## src/rtl/dmn_pkg.sv

```systemverilog
// ----------------------------------------------------------------------------
// dmn_pkg
// Shared widths, codes and controller/datapath interface types for the
// distributed mutual exclusion node.
// ----------------------------------------------------------------------------
`default_nettype none

package dmn_pkg;

    localparam int CLK_W      = 32;
    localparam int RANK_W     = 4;
    localparam int CNT_W      = 5;
    localparam int FUNC_W     = 2;
    localparam int KIND_W     = 2;
    localparam int PHASE_W    = 2;
    localparam int CFG_IDX_W  = 2;
    localparam int CFG_DATA_W = 5;

    // Default node limit and the hard ceiling that the 4-bit node field allows.
    localparam int NODES_DEF  = 16;
    localparam int MAX_LIVE   = 16;

    localparam logic [FUNC_W-1:0] FUNC_TOGGLE = 2'd0;
    localparam logic [FUNC_W-1:0] FUNC_REQ    = 2'd1;
    localparam logic [FUNC_W-1:0] FUNC_AGREE  = 2'd2;

    localparam logic [KIND_W-1:0] KIND_REQ    = 2'd0;
    localparam logic [KIND_W-1:0] KIND_AGREE  = 2'd1;
    localparam logic [KIND_W-1:0] KIND_GRANT  = 2'd2;

    localparam logic [PHASE_W-1:0] PH_IDLE    = 2'd0;
    localparam logic [PHASE_W-1:0] PH_REQ     = 2'd1;
    localparam logic [PHASE_W-1:0] PH_IN      = 2'd2;

    localparam logic [CFG_IDX_W-1:0] CFG_OWN_RANK   = 2'd0;
    localparam logic [CFG_IDX_W-1:0] CFG_NODE_COUNT = 2'd1;

    typedef struct packed {
        logic load_in;   // capture the accepted input transaction
        logic upd_clk;   // Lamport clock update
        logic decide;    // protocol decision, loads the pending result list
        logic emit;      // move one pending result into the output register
    } t_dp_cmd;

    typedef struct packed {
        logic work_left; // results still pending for the current item
        logic out_free;  // output register can take a result this cycle
    } t_dp_stat;

endpackage

`default_nettype wire

```

## src/rtl/dmn_ctrl.sv

```systemverilog
// ----------------------------------------------------------------------------
// dmn_ctrl
// Sequencing state machine: accept, clock update, decision, result drain.
// ----------------------------------------------------------------------------
`default_nettype none

module dmn_ctrl
    import dmn_pkg::*;
(
    input  wire logic     i_clk,
    input  wire logic     i_rst_n,
    input  wire logic     i_valid,
    output logic          o_ready,
    input  wire t_dp_stat i_stat,
    output t_dp_cmd       o_cmd
);

    localparam logic [1:0] S_IDLE = 2'd0;
    localparam logic [1:0] S_UPD  = 2'd1;
    localparam logic [1:0] S_DEC  = 2'd2;
    localparam logic [1:0] S_EMIT = 2'd3;

    logic [1:0] r_state;
    logic [1:0] n_state;

    always_comb begin
        n_state = r_state;
        o_cmd   = '0;
        o_ready = 1'b0;
        case (r_state)
            S_IDLE: begin
                o_ready = 1'b1;
                if (i_valid) begin
                    o_cmd.load_in = 1'b1;
                    n_state       = S_UPD;
                end
            end
            S_UPD: begin
                o_cmd.upd_clk = 1'b1;
                n_state       = S_DEC;
            end
            S_DEC: begin
                o_cmd.decide = 1'b1;
                n_state      = S_EMIT;
            end
            S_EMIT: begin
                if (!i_stat.work_left) begin
                    n_state = S_IDLE;
                end else if (i_stat.out_free) begin
                    o_cmd.emit = 1'b1;
                end
            end
            default: begin
                n_state = S_IDLE;
            end
        endcase
    end

    always_ff @(posedge i_clk) begin
        if (!i_rst_n) begin
            r_state <= S_IDLE;
        end else begin
            r_state <= n_state;
        end
    end

endmodule

`default_nettype wire

```

## src/rtl/dmn_dp.sv

```systemverilog
// ----------------------------------------------------------------------------
// dmn_dp
// Datapath: configuration, Lamport clock, protocol state, pending result
// list and the output register.
// ----------------------------------------------------------------------------
`default_nettype none

module dmn_dp
    import dmn_pkg::*;
#(
    parameter int NODES = NODES_DEF
) (
    input  wire logic                  i_clk,
    input  wire logic                  i_rst_n,
    input  wire logic                  i_cfg_valid,
    input  wire logic [CFG_IDX_W-1:0]  i_cfg_index,
    input  wire logic [CFG_DATA_W-1:0] i_cfg_data,
    input  wire logic [FUNC_W-1:0]     i_func,
    input  wire logic [RANK_W-1:0]     i_source_node,
    input  wire logic [CLK_W-1:0]      i_msg_clock,
    input  wire t_dp_cmd               i_cmd,
    output t_dp_stat                   o_stat,
    output logic                       o_valid,
    input  wire logic                  i_ready,
    output logic [RANK_W-1:0]          o_dest_node,
    output logic [KIND_W-1:0]          o_msg_kind,
    output logic [CLK_W-1:0]           o_out_clock,
    output logic                       o_last
);

    localparam int LIVE_MAX = (NODES < MAX_LIVE) ? NODES : MAX_LIVE;
    localparam int IDX_W    = $clog2(LIVE_MAX);

    // Configuration.
    logic [RANK_W-1:0]  r_own_rank;
    logic [CNT_W-1:0]   r_node_count;

    // Captured input transaction.
    logic [FUNC_W-1:0]  r_func;
    logic [RANK_W-1:0]  r_src;
    logic [CLK_W-1:0]   r_mclk;

    // Protocol state.
    logic [CLK_W-1:0]   r_clock;
    logic [PHASE_W-1:0] r_phase;
    logic [CLK_W-1:0]   r_req_clock;
    logic [CNT_W-1:0]   r_agree;
    logic [LIVE_MAX-1:0] r_defer;

    // Pending results of the current item: one per mask bit, then a grant.
    logic [LIVE_MAX-1:0] r_pend;
    logic [KIND_W-1:0]  r_pend_kind;
    logic               r_grant_pend;

    // Output register.
    logic               r_out_valid;
    logic [RANK_W-1:0]  r_out_dest;
    logic [KIND_W-1:0]  r_out_kind;
    logic [CLK_W-1:0]   r_out_clock;
    logic               r_out_last;

    logic [CNT_W-1:0]   v_n;
    logic [CLK_W-1:0]   v_max;
    logic [CLK_W-1:0]   v_clock_next;
    logic [LIVE_MAX-1:0] v_enter_mask;
    logic [LIVE_MAX-1:0] v_src_mask;
    logic               v_src_ok;
    logic               v_defer;
    logic [CNT_W-1:0]   v_agree_next;
    logic [IDX_W-1:0]   v_idx;
    logic [LIVE_MAX-1:0] v_pend_clr;
    logic               v_out_free;

    // Effective node count: zero counts as one, large values saturate.
    always_comb begin
        if (r_node_count == '0) begin
            v_n = CNT_W'(1);
        end else if (r_node_count > CNT_W'(LIVE_MAX)) begin
            v_n = CNT_W'(LIVE_MAX);
        end else begin
            v_n = r_node_count;
        end
    end

    // Lamport update, holding at the all-ones value.
    always_comb begin
        v_max        = (r_mclk > r_clock) ? r_mclk : r_clock;
        v_clock_next = (v_max == '1) ? v_max : v_max + CLK_W'(1);
    end

    always_comb begin
        for (int j = 0; j < LIVE_MAX; j++) begin
            v_enter_mask[j] = (CNT_W'(j) < v_n) && (RANK_W'(j) != r_own_rank);
            v_src_mask[j]   = (RANK_W'(j) == r_src);
        end
        v_src_ok = (r_src != r_own_rank) && ({1'b0, r_src} < v_n);
        v_defer  = (r_phase == PH_IN) ||
                   ((r_phase == PH_REQ) &&
                    ((r_req_clock < r_mclk) ||
                     ((r_req_clock == r_mclk) && (r_own_rank < r_src))));
        v_agree_next = (r_agree == '1) ? r_agree : r_agree + CNT_W'(1);
    end

    // Lowest pending destination goes out first.
    always_comb begin
        v_idx = '0;
        for (int j = LIVE_MAX - 1; j >= 0; j--) begin
            if (r_pend[j]) begin
                v_idx = IDX_W'(j);
            end
        end
        v_pend_clr        = r_pend;
        v_pend_clr[v_idx] = 1'b0;
    end

    assign v_out_free       = !r_out_valid || i_ready;
    assign o_stat.out_free  = v_out_free;
    assign o_stat.work_left = (r_pend != '0) || r_grant_pend;

    always_ff @(posedge i_clk) begin
        if (i_cmd.load_in) begin
            r_func <= i_func;
            r_src  <= i_source_node;
            r_mclk <= i_msg_clock;
        end
        if (i_cmd.emit) begin
            r_out_clock <= r_clock;
            if (r_pend != '0) begin
                r_out_dest <= RANK_W'(v_idx);
                r_out_kind <= r_pend_kind;
                r_out_last <= (v_pend_clr == '0) && !r_grant_pend;
            end else begin
                r_out_dest <= r_own_rank;
                r_out_kind <= KIND_GRANT;
                r_out_last <= 1'b1;
            end
        end
    end

    always_ff @(posedge i_clk) begin
        if (!i_rst_n) begin
            r_own_rank   <= '0;
            r_node_count <= CNT_W'(1);
            r_clock      <= '0;
            r_phase      <= PH_IDLE;
            r_req_clock  <= '0;
            r_agree      <= '0;
            r_defer      <= '0;
            r_pend       <= '0;
            r_pend_kind  <= KIND_REQ;
            r_grant_pend <= 1'b0;
            r_out_valid  <= 1'b0;
        end else begin
            if (i_cfg_valid) begin
                if (i_cfg_index == CFG_OWN_RANK) begin
                    r_own_rank <= i_cfg_data[RANK_W-1:0];
                end else if (i_cfg_index == CFG_NODE_COUNT) begin
                    r_node_count <= i_cfg_data;
                end
            end

            if (i_cmd.upd_clk) begin
                r_clock <= v_clock_next;
            end

            if (i_cmd.decide) begin
                case (r_func)
                    FUNC_TOGGLE: begin
                        if (r_phase == PH_IDLE) begin
                            r_pend       <= v_enter_mask;
                            r_pend_kind  <= KIND_REQ;
                            r_req_clock  <= r_clock;
                            r_agree      <= '0;
                            // A lone node is granted at once.
                            if (v_n <= CNT_W'(1)) begin
                                r_grant_pend <= 1'b1;
                                r_phase      <= PH_IN;
                            end else begin
                                r_phase <= PH_REQ;
                            end
                        end else if (r_phase == PH_IN) begin
                            r_pend      <= r_defer;
                            r_pend_kind <= KIND_AGREE;
                            r_defer     <= '0;
                            r_phase     <= PH_IDLE;
                        end
                    end
                    FUNC_REQ: begin
                        if (v_src_ok) begin
                            if (v_defer) begin
                                r_defer <= r_defer | v_src_mask;
                            end else begin
                                r_pend      <= v_src_mask;
                                r_pend_kind <= KIND_AGREE;
                            end
                        end
                    end
                    FUNC_AGREE: begin
                        if ((r_phase == PH_REQ) && (r_mclk > r_req_clock)) begin
                            r_agree <= v_agree_next;
                            if (v_agree_next >= v_n - CNT_W'(1)) begin
                                r_grant_pend <= 1'b1;
                                r_phase      <= PH_IN;
                            end
                        end
                    end
                    default: begin
                    end
                endcase
            end

            if (i_cmd.emit) begin
                if (r_pend != '0) begin
                    r_pend <= v_pend_clr;
                end else begin
                    r_grant_pend <= 1'b0;
                end
            end

            if (i_cmd.emit) begin
                r_out_valid <= 1'b1;
            end else if (i_ready) begin
                r_out_valid <= 1'b0;
            end
        end
    end

    assign o_valid     = r_out_valid;
    assign o_dest_node = r_out_dest;
    assign o_msg_kind  = r_out_kind;
    assign o_out_clock = r_out_clock;
    assign o_last      = r_out_last;

endmodule

`default_nettype wire

```

## src/rtl/distributed_mutex_node.sv

```systemverilog
// ----------------------------------------------------------------------------
// distributed_mutex_node
// One node of Ricart-Agrawala mutual exclusion with a saturating Lamport clock.
// ----------------------------------------------------------------------------
// Usage:
//   Input channel (i_valid/o_ready) carries a local enter/exit toggle, a peer
//   request or a peer agree. Output channel (o_valid/i_ready) carries the
//   messages to peers and the grant to the local user; o_last marks the final
//   result of an input transaction. The configuration channel
//   (i_cfg_valid/o_cfg_ready) sets own rank (index 0) and node count
//   (index 1); it is always ready and is meant to be written while idle.
//   Sequencing: one transaction is worked at a time. After acceptance the node
//   performs the clock update, then the decision, then moves one result per
//   cycle into the output register while the receiver is ready. An item
//   occupies the node until its pending result list has drained through the
//   single output register. A stalled receiver holds the output register and
//   pauses the drain; the next input is taken once the current item's results
//   are all registered.
//   Reset (synchronous, active low) clears the clock, the protocol state and
//   the configuration to rank 0 and a node count of 1.
// ----------------------------------------------------------------------------
`default_nettype none

module distributed_mutex_node
    import dmn_pkg::*;
#(
    parameter int NODES = NODES_DEF
) (
    input  wire logic                  i_clk,
    input  wire logic                  i_rst_n,
    input  wire logic                  i_cfg_valid,
    output logic                       o_cfg_ready,
    input  wire logic [CFG_IDX_W-1:0]  i_cfg_index,
    input  wire logic [CFG_DATA_W-1:0] i_cfg_data,
    input  wire logic                  i_valid,
    output logic                       o_ready,
    input  wire logic [FUNC_W-1:0]     i_func,
    input  wire logic [RANK_W-1:0]     i_source_node,
    input  wire logic [CLK_W-1:0]      i_msg_clock,
    output logic                       o_valid,
    input  wire logic                  i_ready,
    output logic [RANK_W-1:0]          o_dest_node,
    output logic [KIND_W-1:0]          o_msg_kind,
    output logic [CLK_W-1:0]           o_out_clock,
    output logic                       o_last
);

    t_dp_cmd  w_cmd;
    t_dp_stat w_stat;

    assign o_cfg_ready = 1'b1;

    dmn_ctrl u_ctrl (
        .i_clk   (i_clk),
        .i_rst_n (i_rst_n),
        .i_valid (i_valid),
        .o_ready (o_ready),
        .i_stat  (w_stat),
        .o_cmd   (w_cmd)
    );

    dmn_dp #(
        .NODES (NODES)
    ) u_dp (
        .i_clk         (i_clk),
        .i_rst_n       (i_rst_n),
        .i_cfg_valid   (i_cfg_valid),
        .i_cfg_index   (i_cfg_index),
        .i_cfg_data    (i_cfg_data),
        .i_func        (i_func),
        .i_source_node (i_source_node),
        .i_msg_clock   (i_msg_clock),
        .i_cmd         (w_cmd),
        .o_stat        (w_stat),
        .o_valid       (o_valid),
        .i_ready       (i_ready),
        .o_dest_node   (o_dest_node),
        .o_msg_kind    (o_msg_kind),
        .o_out_clock   (o_out_clock),
        .o_last        (o_last)
    );

    // The node only takes a new transaction once the previous one is drained.
    a_idle_no_work: assert property (@(posedge i_clk) disable iff (!i_rst_n)
        o_ready |-> !w_stat.work_left)
        else $error("input ready while results are still pending");

    a_accept_busy: assert property (@(posedge i_clk) disable iff (!i_rst_n)
        (i_valid && o_ready) |=> !o_ready)
        else $error("node stayed ready after accepting a transaction");

    // A grant is always the final result of its transaction.
    a_grant_last: assert property (@(posedge i_clk) disable iff (!i_rst_n)
        (o_valid && (o_msg_kind == KIND_GRANT)) |-> o_last)
        else $error("grant result not marked last");

endmodule

`default_nettype wire
```

## config.mk

```make
export PLATFORM = sky130hd
export DESIGN_NAME = distributed_mutex_node
export DESIGN_NICKNAME = d
export VERILOG_FILES = /design/src/rtl/dmn_pkg.sv /design/src/rtl/dmn_ctrl.sv /design/src/rtl/dmn_dp.sv /design/src/rtl/distributed_mutex_node.sv
export SDC_FILE = /design/constraint.sdc
export NUM_CORES = 1
export LEC_CHECK = 0
export ABC_AREA = 1
export BUFFER_PORTS_ARGS = -buffer_cell sky130_fd_sc_hd__buf_2
export CAP_MARGIN = 25
export CORE_ASPECT_RATIO = 0.75
export CORE_MARGIN = 2
export CORE_UTILIZATION = 60
export CTS_BUF_LIST = sky130_fd_sc_hd__clkbuf_16
export DETAILED_ROUTE_END_ITERATION = 7
export PLACE_DENSITY = 0.8
export SYNTH_ARGS = -nofsm -noshare
export SYNTH_HDL_FRONTEND = slang
export SYNTH_HIERARCHICAL = 1
export SYNTH_SLANG_ARGS = --single-unit
export TNS_END_PERCENT = 20
```

## constraint.sdc

```tcl
create_clock -name i_clk -period 6.1 [get_ports i_clk]
set_clock_uncertainty 0.15 [all_clocks]
set_input_delay 1.22 -clock i_clk [delete_from_list [all_inputs] [get_ports i_clk]]
set_output_delay 1.22 -clock i_clk [all_outputs]
set_load 0.02 [all_outputs]
```

==> results.yml <==
route:
  ant_nets: 0
  first_pass_iters: 8
  totalWireLength_um: 37000
  drcViolationCount: 8
  drtIter0Drc: 1699
  wl_per_cell_um: 18.7
  vias_per_cell: 5.96
  via_count: 11800
run:
  max_cap_viol_count: 0
grt:
  grt_start_max_net_pins: 71
  grt_use_total_pct: 35.3
  grt_busiest_layer: "met1"
  use_met3_pct: 12.4
  grtUsageMet2_pct: 44.3
  antenna_found_initial: 0
  grt_overflow_total: 0
  grt_pass1_wl_um: 58000
  first_global_vias: 10500
  use_met1_pct: 56.9
place:
  dp_cells: 1946
  gp_congestion: 0.987
  dp_hpwl_um: 27500
  dp_slack_ns: 1.51
  io_buffers: 90
  dpl-instance-area_mm2: 0.0126
logic_synthesis:
  syn_area_mm2: 0.0120
  yosys_most_used_dff: "dfxtp_1"
  postSynthAreaPerCell_um2: 7.29
  synth_edf_count: 77
  synth_common_cells: "nand2_1, inv_1, a21oi_1, nor2_1, o21ai_0"
  synth_fp_nets: 1775
  netlist_instances: 1645
  synth.area.top_cells: "dfxtp_1, edfxtp_1, nand2_1"
  synth.most_common_cell: "nand2_1"
  async_flop_share_pct: 0
  yosys.area.top_type: "dfxtp_1"
  ys_seq_elements: 194
  ys_warn_count: 6
  ys_types: 50
  yosysSeqAreaShare_pct: 38.8
  netlist.area_leader.share_pct: 19.5
sta:
  rsz0062_at_grt: "false"
  worstMarginPinSlew_ns: 0.969
  period_needed_ns: 4.76
  hold_viol_final: 0
  slew-limit-headroom_pct: 35.2
  setup_violations: 0
  maxSlewViolCount: 0
  setup_ws_ns: 1.34
  max_freq_mhz: 210
  hold_ws_ns: 0.305
  fin_crit_sh_pct: 78.0
  tns_ns: 0
worst_setup_path:
  crit_path_cell_trace: "inv_1 -> ha_1 -> nand2_1 -> inv_1 -> nand2_1 -> nand2_1 -> nand2_1 -> nand2_1 -> nand2_1 -> nand2_1 -> nand2_1 -> nand2_4 -> nand2_4 -> o21ai_2 -> ha_1 -> inv_1 -> nor2_8 -> nand2_2 -> nor2_4 -> nand2_2 -> nand3_1 -> nor2_1 -> nor2_1"
  start_kind: "flop"
  criticalPathCategory: "flop to flop"
  end_kind: "flop"
  slowest_stage: "dfxtp_1"
  crit_family: "simple AND/OR/NAND/NOR gates"
  critical_path.max_fanout: 44
  cp.arrival_ns: 4.98
  crit_top_cell: "nand2_1"
  crit_buf_inv: 3
  max_stage_delay_ns: 0.47
  required_ns: 6.32
power_and_ir_drop:
  p_int_mw: 3.04
  power_switching_mw: 2.81
  power_frac_seq_pct: 32.9
  swShare_pct: 48.0
  leakagePower_nw: 5.74
  power.density_mw_per_mm2: 442
  totalPowerFinal_mw: 5.85
  power_frac_comb_pct: 47.0
  clock_power_share_pct: 20.1
  vdd_ir_drop_max_mv: 0.207
clock_tree:
  cts_made_buffers: 17
  h-tree-depth: 4
  postCtsSetupRepairBufs: 0
  postCtsHoldBufs: 0
  cts-root-buf: "clkbuf_16"
  cts_tree: "yes"
  cts_resized: 0
  path_clk_slew_ns: 0.08
  clkSinkCount: 194
  clockBufferDepth: 2
  clk_latency_ns: 0.45
die:
  fp-row-count: 44
  dieArea_mm2: 0.0211
  fp.dieH_um: 126
  io_pins: 92
  initial_core_util_pct: 61.5
  die_w_um: 167
  fp.coreArea_mm2: 0.0195
finish:
  fin_cells: 1979
  finalInstanceArea_mm2: 0.0132
  final_layout_size_suffix_gt1_share_pct: 10.2
  final_util_pct: 67.8
  synthToLayoutAreaGrowth_pct: 10.3
  final_nets: 1843
  antenna_cells: 0
status:
  failed_checks: "design-rule violations"
  status: "complete, but fails checks"
hold_path:
  hold_path.class: "flop to flop"
cell families after synthesis:
family / count (synthesis) / share of synthesized area [%]
AO/OA/AOI/OAI: 382 / 17.5
AND/OR/NAND/NOR: 696 / 25.1
buffers and inverters: 286 / 9.78
other: 2 / 0.0627
XOR/XNOR: 5 / 0.365
adder cells (fa/ha/maj): 80 / 8.35
flip-flops: 194 / 38.8
power by group through the flow:
| stage | clock (mW) | combinational (mW) | sequential (mW) |
|---|---|---|---|
| floorplan | 0 | 1.97 | 1.85 |
| global placement | 0 | 2.54 | 1.92 |
| detailed placement | 0 | 2.60 | 1.93 |
| CTS | 1.18 | 2.63 | 1.90 |
| global route | 1.24 | 3.05 | 1.94 |
| finish | 1.17 | 2.75 | 1.92 |
state kept, by name, summed over array words and instances (netlist names):
signal and flops:
u_dp/o_out_clock 32, u_dp/r_clock 32, u_dp/r_mclk 32, u_dp/r_req_clock 32
u_dp/r_defer 16, u_dp/r_pend 16, u_dp/r_agree 5, u_dp/r_node_count 5
u_dp/o_dest_node 4, u_dp/r_own_rank 4, u_dp/r_src 4, u_ctrl/r_state 2
u_dp/o_msg_kind 2, u_dp/r_func 2, u_dp/r_phase 2, u_dp/o_last 1
u_dp/o_valid 1, u_dp/r_grant_pend 1, u_dp/r_pend_kind 1
metal layers:
metal / vias up / share of wire [%]
li1: 5591 / -
met1: 5327 / 46
met2: 831 / 36
met3: 40 / 17
met4: 0 / 1.1
met5: - / 0
layout make-up:
cell class                      count  area (um2)
Tap cell                          253         317
Timing Repair Buffer              104         583
Inverter                          231         867
Fill cell                        1681        6270
Clock buffer                       17         425
Sequential cell                   194        4650
Multi-Input combinational cell   1165        6170
Clock inverter                     15         204
path summary, 6_finish.rpt:
path / from / endpoint / cells after the start / slack (ns)
max reg2reg: u_dp/r_clock[3] / u_dp/r_clock[22] / 23 / 1.34
min reg2reg: u_dp/r_defer[6] / u_dp/r_defer[6] / 2 / 0.30
max: u_dp/r_clock[3] / u_dp/r_clock[22] / 23 / 1.34
min: u_dp/r_defer[6] / u_dp/r_defer[6] / 2 / 0.30
cells in the final DEF, fill, tap and decap left out, types with 10 or more instances in the layout:
master	synthesis	routed
nand2_1	352	352
inv_1	228	228
a21oi_1	173	173
nor2_1	173	172
o21ai_0	130	130
dfxtp_1	117	117
nand3_1	104	104
buf_2	7	90
ha_1	80	80
edfxtp_1	77	77
o211ai_1	21	21
clkbuf_16	0	17
o21a_1	15	15
nand2_2	13	13
buf_4	4	11
nand4_1	11	11
o21ai_1	11	11
nand3b_1	10	10
worst reg2reg max path: cells and delay by family (launching register included):
kind | cells | cell delay [ns]
adders and majority gates | 2 | 0.61
and+or+nand+nor | 17 | 2.66
DFF | 1 | 0.47
buffers and inverters | 3 | 0.40
AOI/OAI and AO/OA | 1 | 0.39
Power figures use the tool's default switching activity.
